**src/design/frequency_residency_counter_core_macros.svh**
```systemverilog
// Assertion macros for the frequency residency counter.
// Every user must have clk and rst in scope, since the macros sample on clk and hold off in rst.
`ifndef FREQUENCY_RESIDENCY_COUNTER_CORE_MACROS_SVH
`define FREQUENCY_RESIDENCY_COUNTER_CORE_MACROS_SVH

// Check a property at every clock edge outside reset.
`define FRC_ASSERT(name, prop, msg) \
  name: assert property (@(posedge clk) disable iff (rst) prop) else $error(msg);

// Check that a trigger is followed by a consequence in the next cycle.
`define FRC_ASSERT_NEXT(name, trig, cons, msg) \
  name: assert property (@(posedge clk) disable iff (rst) (trig) |=> (cons)) else $error(msg);

`endif

```
**src/design/frc_pkg.sv**
```systemverilog
// Shared constants and handshake structs for the frequency residency counter.
// No dependencies; every other design file but the macro header imports this package.
`default_nettype none

package frc_pkg;

  localparam int MAX_STATES_DEF = 16;

  localparam int OP_W     = 2;
  localparam int FREQ_W   = 32;
  localparam int TS_W     = 64;
  localparam int RC_W     = 4;
  localparam int STATUS_W = 2;
  localparam int SIDX_W   = 4;
  localparam int CNT_W    = 32;

  localparam int S_TDATA_W = 104;
  localparam int M_TDATA_W = 168;

  localparam logic [OP_W-1:0] OP_LOAD   = 2'd0;
  localparam logic [OP_W-1:0] OP_START  = 2'd1;
  localparam logic [OP_W-1:0] OP_CHANGE = 2'd2;
  localparam logic [OP_W-1:0] OP_READ   = 2'd3;

  localparam logic [STATUS_W-1:0] ST_OK      = 2'd0;
  localparam logic [STATUS_W-1:0] ST_IGNORED = 2'd1;
  localparam logic [STATUS_W-1:0] ST_FULL    = 2'd2;

  localparam logic [FREQ_W-1:0] FREQ_INVALID = 32'hFFFF_FFFE;
  localparam logic [FREQ_W-1:0] FREQ_END     = 32'hFFFF_FFFF;

  // Requests to the frequency table
  typedef struct packed {
    logic start;   // search loaded entries for the key
    logic load;    // append the key at the fill count
    logic rd_row;  // read the entry at the row address
  } frc_srch_req_t;

  typedef struct packed {
    logic done;
    logic found;
  } frc_srch_rsp_t;

  // Requests to the counter memories
  typedef struct packed {
    logic rd;       // read residency and cell at the given addresses
    logic wb_res;   // write back residency read plus delta
    logic wb_cell;  // write back cell read plus one
  } frc_cnt_req_t;

endpackage

`default_nettype wire

```
**src/design/frc_search.sv**
```systemverilog
// Frequency table memory with fill count and a sequential lookup over loaded entries.
// Depends on frc_pkg.
`default_nettype none

module frc_search import frc_pkg::*; #(
  parameter int MAX_STATES = MAX_STATES_DEF
) (
  input  wire                                   clk,
  input  wire                                   rst,
  input  frc_srch_req_t                         req,
  input  wire  [FREQ_W-1:0]                     key,
  input  wire  [$clog2(MAX_STATES)-1:0]         row_addr,
  output frc_srch_rsp_t                         rsp,
  output logic [$clog2(MAX_STATES)-1:0]         idx,
  output logic [FREQ_W-1:0]                     q,
  output logic [$clog2(MAX_STATES+1)-1:0]       count
);

  localparam int IW = $clog2(MAX_STATES);
  localparam int EW = $clog2(MAX_STATES + 1);
  localparam int DEPTH = 1 << IW;
  localparam logic [EW-1:0] MAX_CNT = EW'(MAX_STATES);

  logic [FREQ_W-1:0] mem [0:DEPTH-1];

  logic [EW-1:0] ptr;
  logic [IW-1:0] pend_idx;
  logic          busy;
  logic          pend;
  logic          done;
  logic          found;
  logic          rd_en;
  logic [IW-1:0] rd_addr;
  logic          wr_en;

  assign rd_en   = (busy && (ptr < count)) || req.rd_row;
  assign rd_addr = req.rd_row ? row_addr : ptr[IW-1:0];
  assign wr_en   = req.load && (count < MAX_CNT);

  always_ff @(posedge clk) begin
    if (wr_en) begin
      mem[count[IW-1:0]] <= key;
    end
    if (rd_en) begin
      q <= mem[rd_addr];
    end
  end

  // Issue one address a cycle; compare the entry read on the cycle before.
  always_ff @(posedge clk) begin
    if (rst) begin
      count <= '0;
      busy  <= 1'b0;
      pend  <= 1'b0;
      done  <= 1'b0;
      found <= 1'b0;
      ptr   <= '0;
    end else begin
      if (req.start) begin
        busy <= 1'b1;
        pend <= 1'b0;
        done <= 1'b0;
        ptr  <= '0;
      end else if (busy) begin
        if (pend && (q == key)) begin
          busy  <= 1'b0;
          done  <= 1'b1;
          found <= 1'b1;
          idx   <= pend_idx;
        end else if (ptr < count) begin
          pend     <= 1'b1;
          done     <= 1'b0;
          pend_idx <= ptr[IW-1:0];
          ptr      <= ptr + 1'b1;
        end else begin
          busy  <= 1'b0;
          done  <= 1'b1;
          found <= 1'b0;
        end
      end else begin
        done <= 1'b0;
      end
      if (wr_en) begin
        count <= count + 1'b1;
      end
    end
  end

  assign rsp = '{done: done, found: found};

endmodule

`default_nettype wire

```
**config.mk**
```make
export PLATFORM = sky130hd
export DESIGN_NAME = frc_search
export DESIGN_NICKNAME = d
export VERILOG_FILES = /design/src/design/frequency_residency_counter_core_macros.svh /design/src/design/frc_pkg.sv /design/src/design/frc_search.sv
export SDC_FILE = /design/constraint.sdc
export NUM_CORES = 1
export LEC_CHECK = 0
export BUFFER_PORTS_ARGS = -buffer_cell sky130_fd_sc_hd__buf_2
export CAP_MARGIN = 30
export CORE_UTILIZATION = 50
export DETAILED_ROUTE_END_ITERATION = 10
export MAX_ROUTING_LAYER = met4
export PLACE_DENSITY_LB_ADDON = 0.25
export SLEW_MARGIN = 25
export SYNTH_ARGS = -nofsm -noshare
export SYNTH_HDL_FRONTEND = slang
export SYNTH_SLANG_ARGS = --single-unit
```
**constraint.sdc**
```tcl
create_clock -name clk -period 7.6 [get_ports clk]
set_clock_uncertainty 0.05 [all_clocks]
set_input_delay 0.38 -clock clk [delete_from_list [all_inputs] [get_ports clk]]
set_output_delay 0.38 -clock clk [all_outputs]
set_load 0.01 [all_outputs]
```
-- Word level (Yosys, flattened, before mapping)
Memories as Yosys holds them, arrays and structs flattened. A register that Yosys moved wholly into a read port is not among the register bits.
Index checks and enable logic that the tools add are counted.
- register bits after elaboration: 22
- RAM bits: 512
- bits of input ports: 41
- output and inout bits: 43
- memories: 1
- memories (name ; words ; width ; rd ports ; clocked after memory_dff ; write ports ; RTL line ; text):
    mem ; 16 ; 32 ; 1 ; 1 ; 1 ; frc_search.sv:24 ; logic [FREQ_W-1:0] mem [0:DEPTH-1];
- add/subtract/negate cells: 2
- $lt $le $gt $ge: 2
- eq/ne operators: 2
- multiplexer cells: 11
- bitwise logic cells: 4
- reduce and logical (&&, ||, !) cells: 10
- operators with widths (operator ; count):
    == test 32 bit ; 1
    adder 5 x 1 -> 5 bit, second input constant ; 2
    two-way mux 1 bit ; 10
    AND reduction 3 bit ; 2
    less-than comparator 5 bit ; 1
    less-than comparator 5 bit, second input constant ; 1
    AND reduction 5 bit ; 1
    two-way mux 4 bit ; 1
    inverter 1 bit ; 4
    AND reduction 4 bit ; 1
    logical AND 1 bit ; 3
    OR reduction 3 bit ; 1
    != test 2 x 1 -> 1 bit, second input constant ; 1
    OR reduction 2 bit ; 1
    logical OR 1 bit ; 1

-- Logic depth before layout (Yosys ltp)
- depth after elaboration: 5
- gate-level depth with buffers: 9

-- Worst setup path before layout
No wires, ideal clock.
- path kind: input-to-reg
- from: input req[1] (netlist name)
- to: memory mem[3][0] (enable)
- arrival time: 3122 ps
- required time: 7089 ps
- path slack: 3967 ps
- stages on the path: 4
- buffers on the path: 1
- cells stage by stage: nor2b_1 > clkbuf_1 > nand2_1 > nor3_1
- word-level cells in the longest chain between the ends: 3
- RTL lines (item ; RTL line ; text):
    start, declared ; frc_search.sv:10 ; input frc_srch_req_t req,
    logical AND 1 bit ; frc_search.sv:38 ; assign wr_en = req.load && (count < MAX_CNT);
    two-way mux 1 bit ; frc_search.sv:41 ; if (wr_en) begin
    two-way mux 1 bit (implied by the code) ; frc_search.sv:42 ; mem[count[IW-1:0]] <= key;
    end, declared ; frc_search.sv:24 ;
No other way between the ends.

-- Worst setup path in the final report
- from: register ptr[0]
- to: register q[25] (read register of mem), data pin
- word-level cells in the longest chain between the ends: 3
- RTL lines (item ; RTL line ; text):
    start, declared ; frc_search.sv:26 ; logic [EW-1:0] ptr;
    start signal, assigned ; frc_search.sv:74 ; ptr <= ptr + 1'b1;
    less-than comparator 5 bit ; frc_search.sv:36 ; assign rd_en = (busy && (ptr < count)) || req.rd_row;
    logical AND 1 bit ; frc_search.sv:36 ;
    logical OR 1 bit ; frc_search.sv:36 ;
    end, declared ; frc_search.sv:15 ; output logic [FREQ_W-1:0] q,
Several ways; a longest one is shown, not always the timed one.
A chain may end at the register's enable or synchronous reset.

==> summary.md <==
| Metric | Value |
|---|---|
| I/O Buffers | 83 |
| RSZ-0062 raised after global routing | no |
| Synth Area in Adders | 0.512% |
| Cell variety after synth | 39 |
| Most common cell after layout, fill and taps aside | edfxtp_1 |
| Crit path kind | reg -> reg |
| Main synth FF type | edfxtp_1 |
| Layout cells sized above 1 | 28.1% |
| Initial antenna violation count | 3 |
| Gate Count Post-Synth | 1059 |
| Initial drt markers | 1195 |
| First-pass GRT wire length | 72600 um |
| Placeable core area | 43200 um2 |
| Detail-routed via count per cell | 5.96 |
| Pwr/cell area | 268 nW/um2 |
| Global route total overflow | 0 |
| RD Place Congestion | 0.743 |
| Final setup viols | 0 |
| Peak VDD IR | 0.205 mV |
| Largest family of logic cells by synthesized area | multiplexers |
| Final Slew Violations | 0 |
| DIE HEIGHT | 212 um |
| Period utilisation layout | 44.2% |
| Die Wd | 212 um |
| Max Cap Violations | 0 |
| Complex-gate fraction of the synthesized area | 2.66% |
| Slew @ Worst Pin | 1.00 ns |
| CTS root buf | clkbuf_16 |
| Maximum number of pins on one net before global-route repair | 129 |
| Part of the power in registers | 52.6% |
| Clock share of power | 41.3% |
| Final min period | 3.36 ns |
| Vias in the first global route | 10831 |
| Layout overhead on the synthesized area | 13.8% |
| Initial Utilization | 50.9% |
| Slew Limit Headroom | 33.0% |
| Synth Cell Area | 22000 um2 |
| Total wire length | 49300 um |
| Placed instance area | 23200 um2 |
| Final Util | 57.9% |
| Register area share after synthesis | 76.7% |
| Leakage | 8.09 nW |
| Num CTS Buffers | 57 |
| R2R Setup Slk | 4.24 ns |
| Mux cell area share after synthesis | 13.4% |
| Total GRT Usage | 23.6% |
| CP Launch Point | ptr[0]$_SDFFE_PN0P_ |
| Worst-path fanout max | 100 |
| ANT nets after route | 0 |
| Combinational fraction of design power | 6.0% |
| Worst-path clk slew | 0.06 ns |
| Cell-internal power | 5.29 mW |
| Endpoint class of the critical path | register |
| Non-Filler Instances | 1800 |
| Startpoint types | register |
| Yosys warning count | 0 |
| DR WL/cell | 27.4 um |
| Placed Cells | 1697 |
| Worst-Skew Late Latency | 0.60 ns |
| Clk buf depth | 3 |
| Async SR Flop Fraction | 0% |
| Synth Area in XOR/XNOR | 1.39% |
| H-tree Lvls | 2 |
| Final instance area | 25000 um2 |
| Critical Path AT | 3.59 ns |
| FMAX | 298 MHz |
| CTS tree | yes |
| R2R depth | 7 |
| Sw frac | 21.0% |
| Syn avg cell area | 20.8 um2 |
| Required time of the critical path | 7.83 ns |
| EDFF count, synth | 552 |
| Number of I/O pins | 84 |
| Outcome | finished, final reports clean |
| Site Rows | 76 |
| Fillcell total | 3184 |
| Drc violations | 0 |
| Total negative slack | 0 ns |
| Synthesized net count | 1109 |
| Fin nets | 1223 |
| RR Startpoint | ptr[0]$_SDFFE_PN0P_ |
| Dpl hpwl | 23400 um |
| Via count | 10732 |
| FF+latch count, synth | 566 |
| Pre-CTS setup slack | 3.80 ns |
| DR pass1 iterations | 5 |
| Final Hold Viols | 0 |
| Hold Path Class | in -> reg |
| Commonest cells after routing, fill and taps aside | edfxtp_1, mux4_2, buf_2 |
| Worst setup path end | q[25]$_DFFE_PP_ |
| Reg2reg end | q[25]$_DFFE_PP_ |
| Net Sw Power | 1.41 mW |
| Full die area | 44800 um2 |
| Post-synthesis simple-gate area fraction | 3.68% |
| Fin worst setup slack | 4.24 ns |
| CTS sink count | 566 |
worst min path at each step:
stage	from	end	depth (start not counted)
2_1_floorplan	pend_idx[0]$_DFFE_PP_	idx[0]$_DFFE_PP_	0
3_3_place_gp	pend_idx[1]$_DFFE_PP_	idx[1]$_DFFE_PP_	0
3_5_place_dp	pend_idx[3]$_DFFE_PP_	idx[3]$_DFFE_PP_	0
4_1_cts	key[15]	mem[12][15]$_DFFE_PP_	1
5_1_grt	key[2]	mem[9][2]$_DFFE_PP_	1
6_report	key[12]	mem[14][12]$_DFFE_PP_	1
layer usage:
metal	track usage, %	wire length [um]
met3	4.35	3800
met2	36.9	24200
met1	32.8	20500
met4	5.35	839
met5	-	0
sequential cells by signal, indices dropped and copies added, names as in the netlist:
signal and count:
mem 512, count 5, q 32, pend 1
idx 4, found 1, pend_idx 4, done 1
busy 1, ptr 5
Yosys cell counts, types with 10 or more instances:
library cell	count	share of area, %
a211oi_1	26	0.89
a21oi_1	11	0.25
a31oi_1	32	0.91
and2_1	32	0.91
buf_2	10	0.23
buf_6	10	0.51
clkbuf_1	22	0.38
dfxtp_1	14	1.3
edfxtp_1	552	75
mux4_2	128	13
nand2_1	77	1.3
nor2_1	22	0.38
nor4_1	12	0.34
xor2_1	27	1.1
critical path: stages, from the launching register on:
cell and delay (ns):
dfxtp_1 0.39, mux2i_4 0.16, buf_4 0.52, buf_12 0.67
mux4_2 0.58, and2_1 0.16, a211oi_1 0.26, a31oi_1 0.08
per-stage QoR:
stage	power, mW	hold slack (ns)
after floorplan	3.83	0.350
after global placement	3.99	0.353
after detailed placement	4.00	0.355
after CTS	6.74	0.0881
after global routing	6.88	0.109
final	6.69	0.120
cell type report:
class	instances	area, um2	area share (%)
Sequential cell	566	16900	67.4
Multi-Input combinational cell	430	4920	19.7
Clock buffer	72	1530	6.10
Tap cell	585	732	2.93
Timing Repair Buffer	109	638	2.55
Clock inverter	26	298	1.19
Inverter	9	33.8	0.135
Antenna cell	3	7.51	0.0300
cell families after synthesis:
family,count (synthesis)
compound gates,83
xor+xnor,35
mux,134
flops,566
buf+inv,63
fa+ha+maj,9
simple gates,169
power by group through the flow:
| stage | Combinational, mW | Sequential (mW) | Clock [mW] |
|---|---|---|---|
| finish | 0.403 | 3.52 | 2.77 |
| global route | 0.437 | 3.53 | 2.92 |
| CTS | 0.410 | 3.53 | 2.81 |
| detailed placement | 0.408 | 3.59 | 0 |
| global placement | 0.399 | 3.59 | 0 |
| floorplan | 0.236 | 3.59 | 0 |
timing repair:
action,4_1_cts,5_1_grt
setup buffers,0,0
resized for setup,0,0
hold buffers,2,0
hold endpoints to repair,7,0
Power figures use the tool's default switching activity.
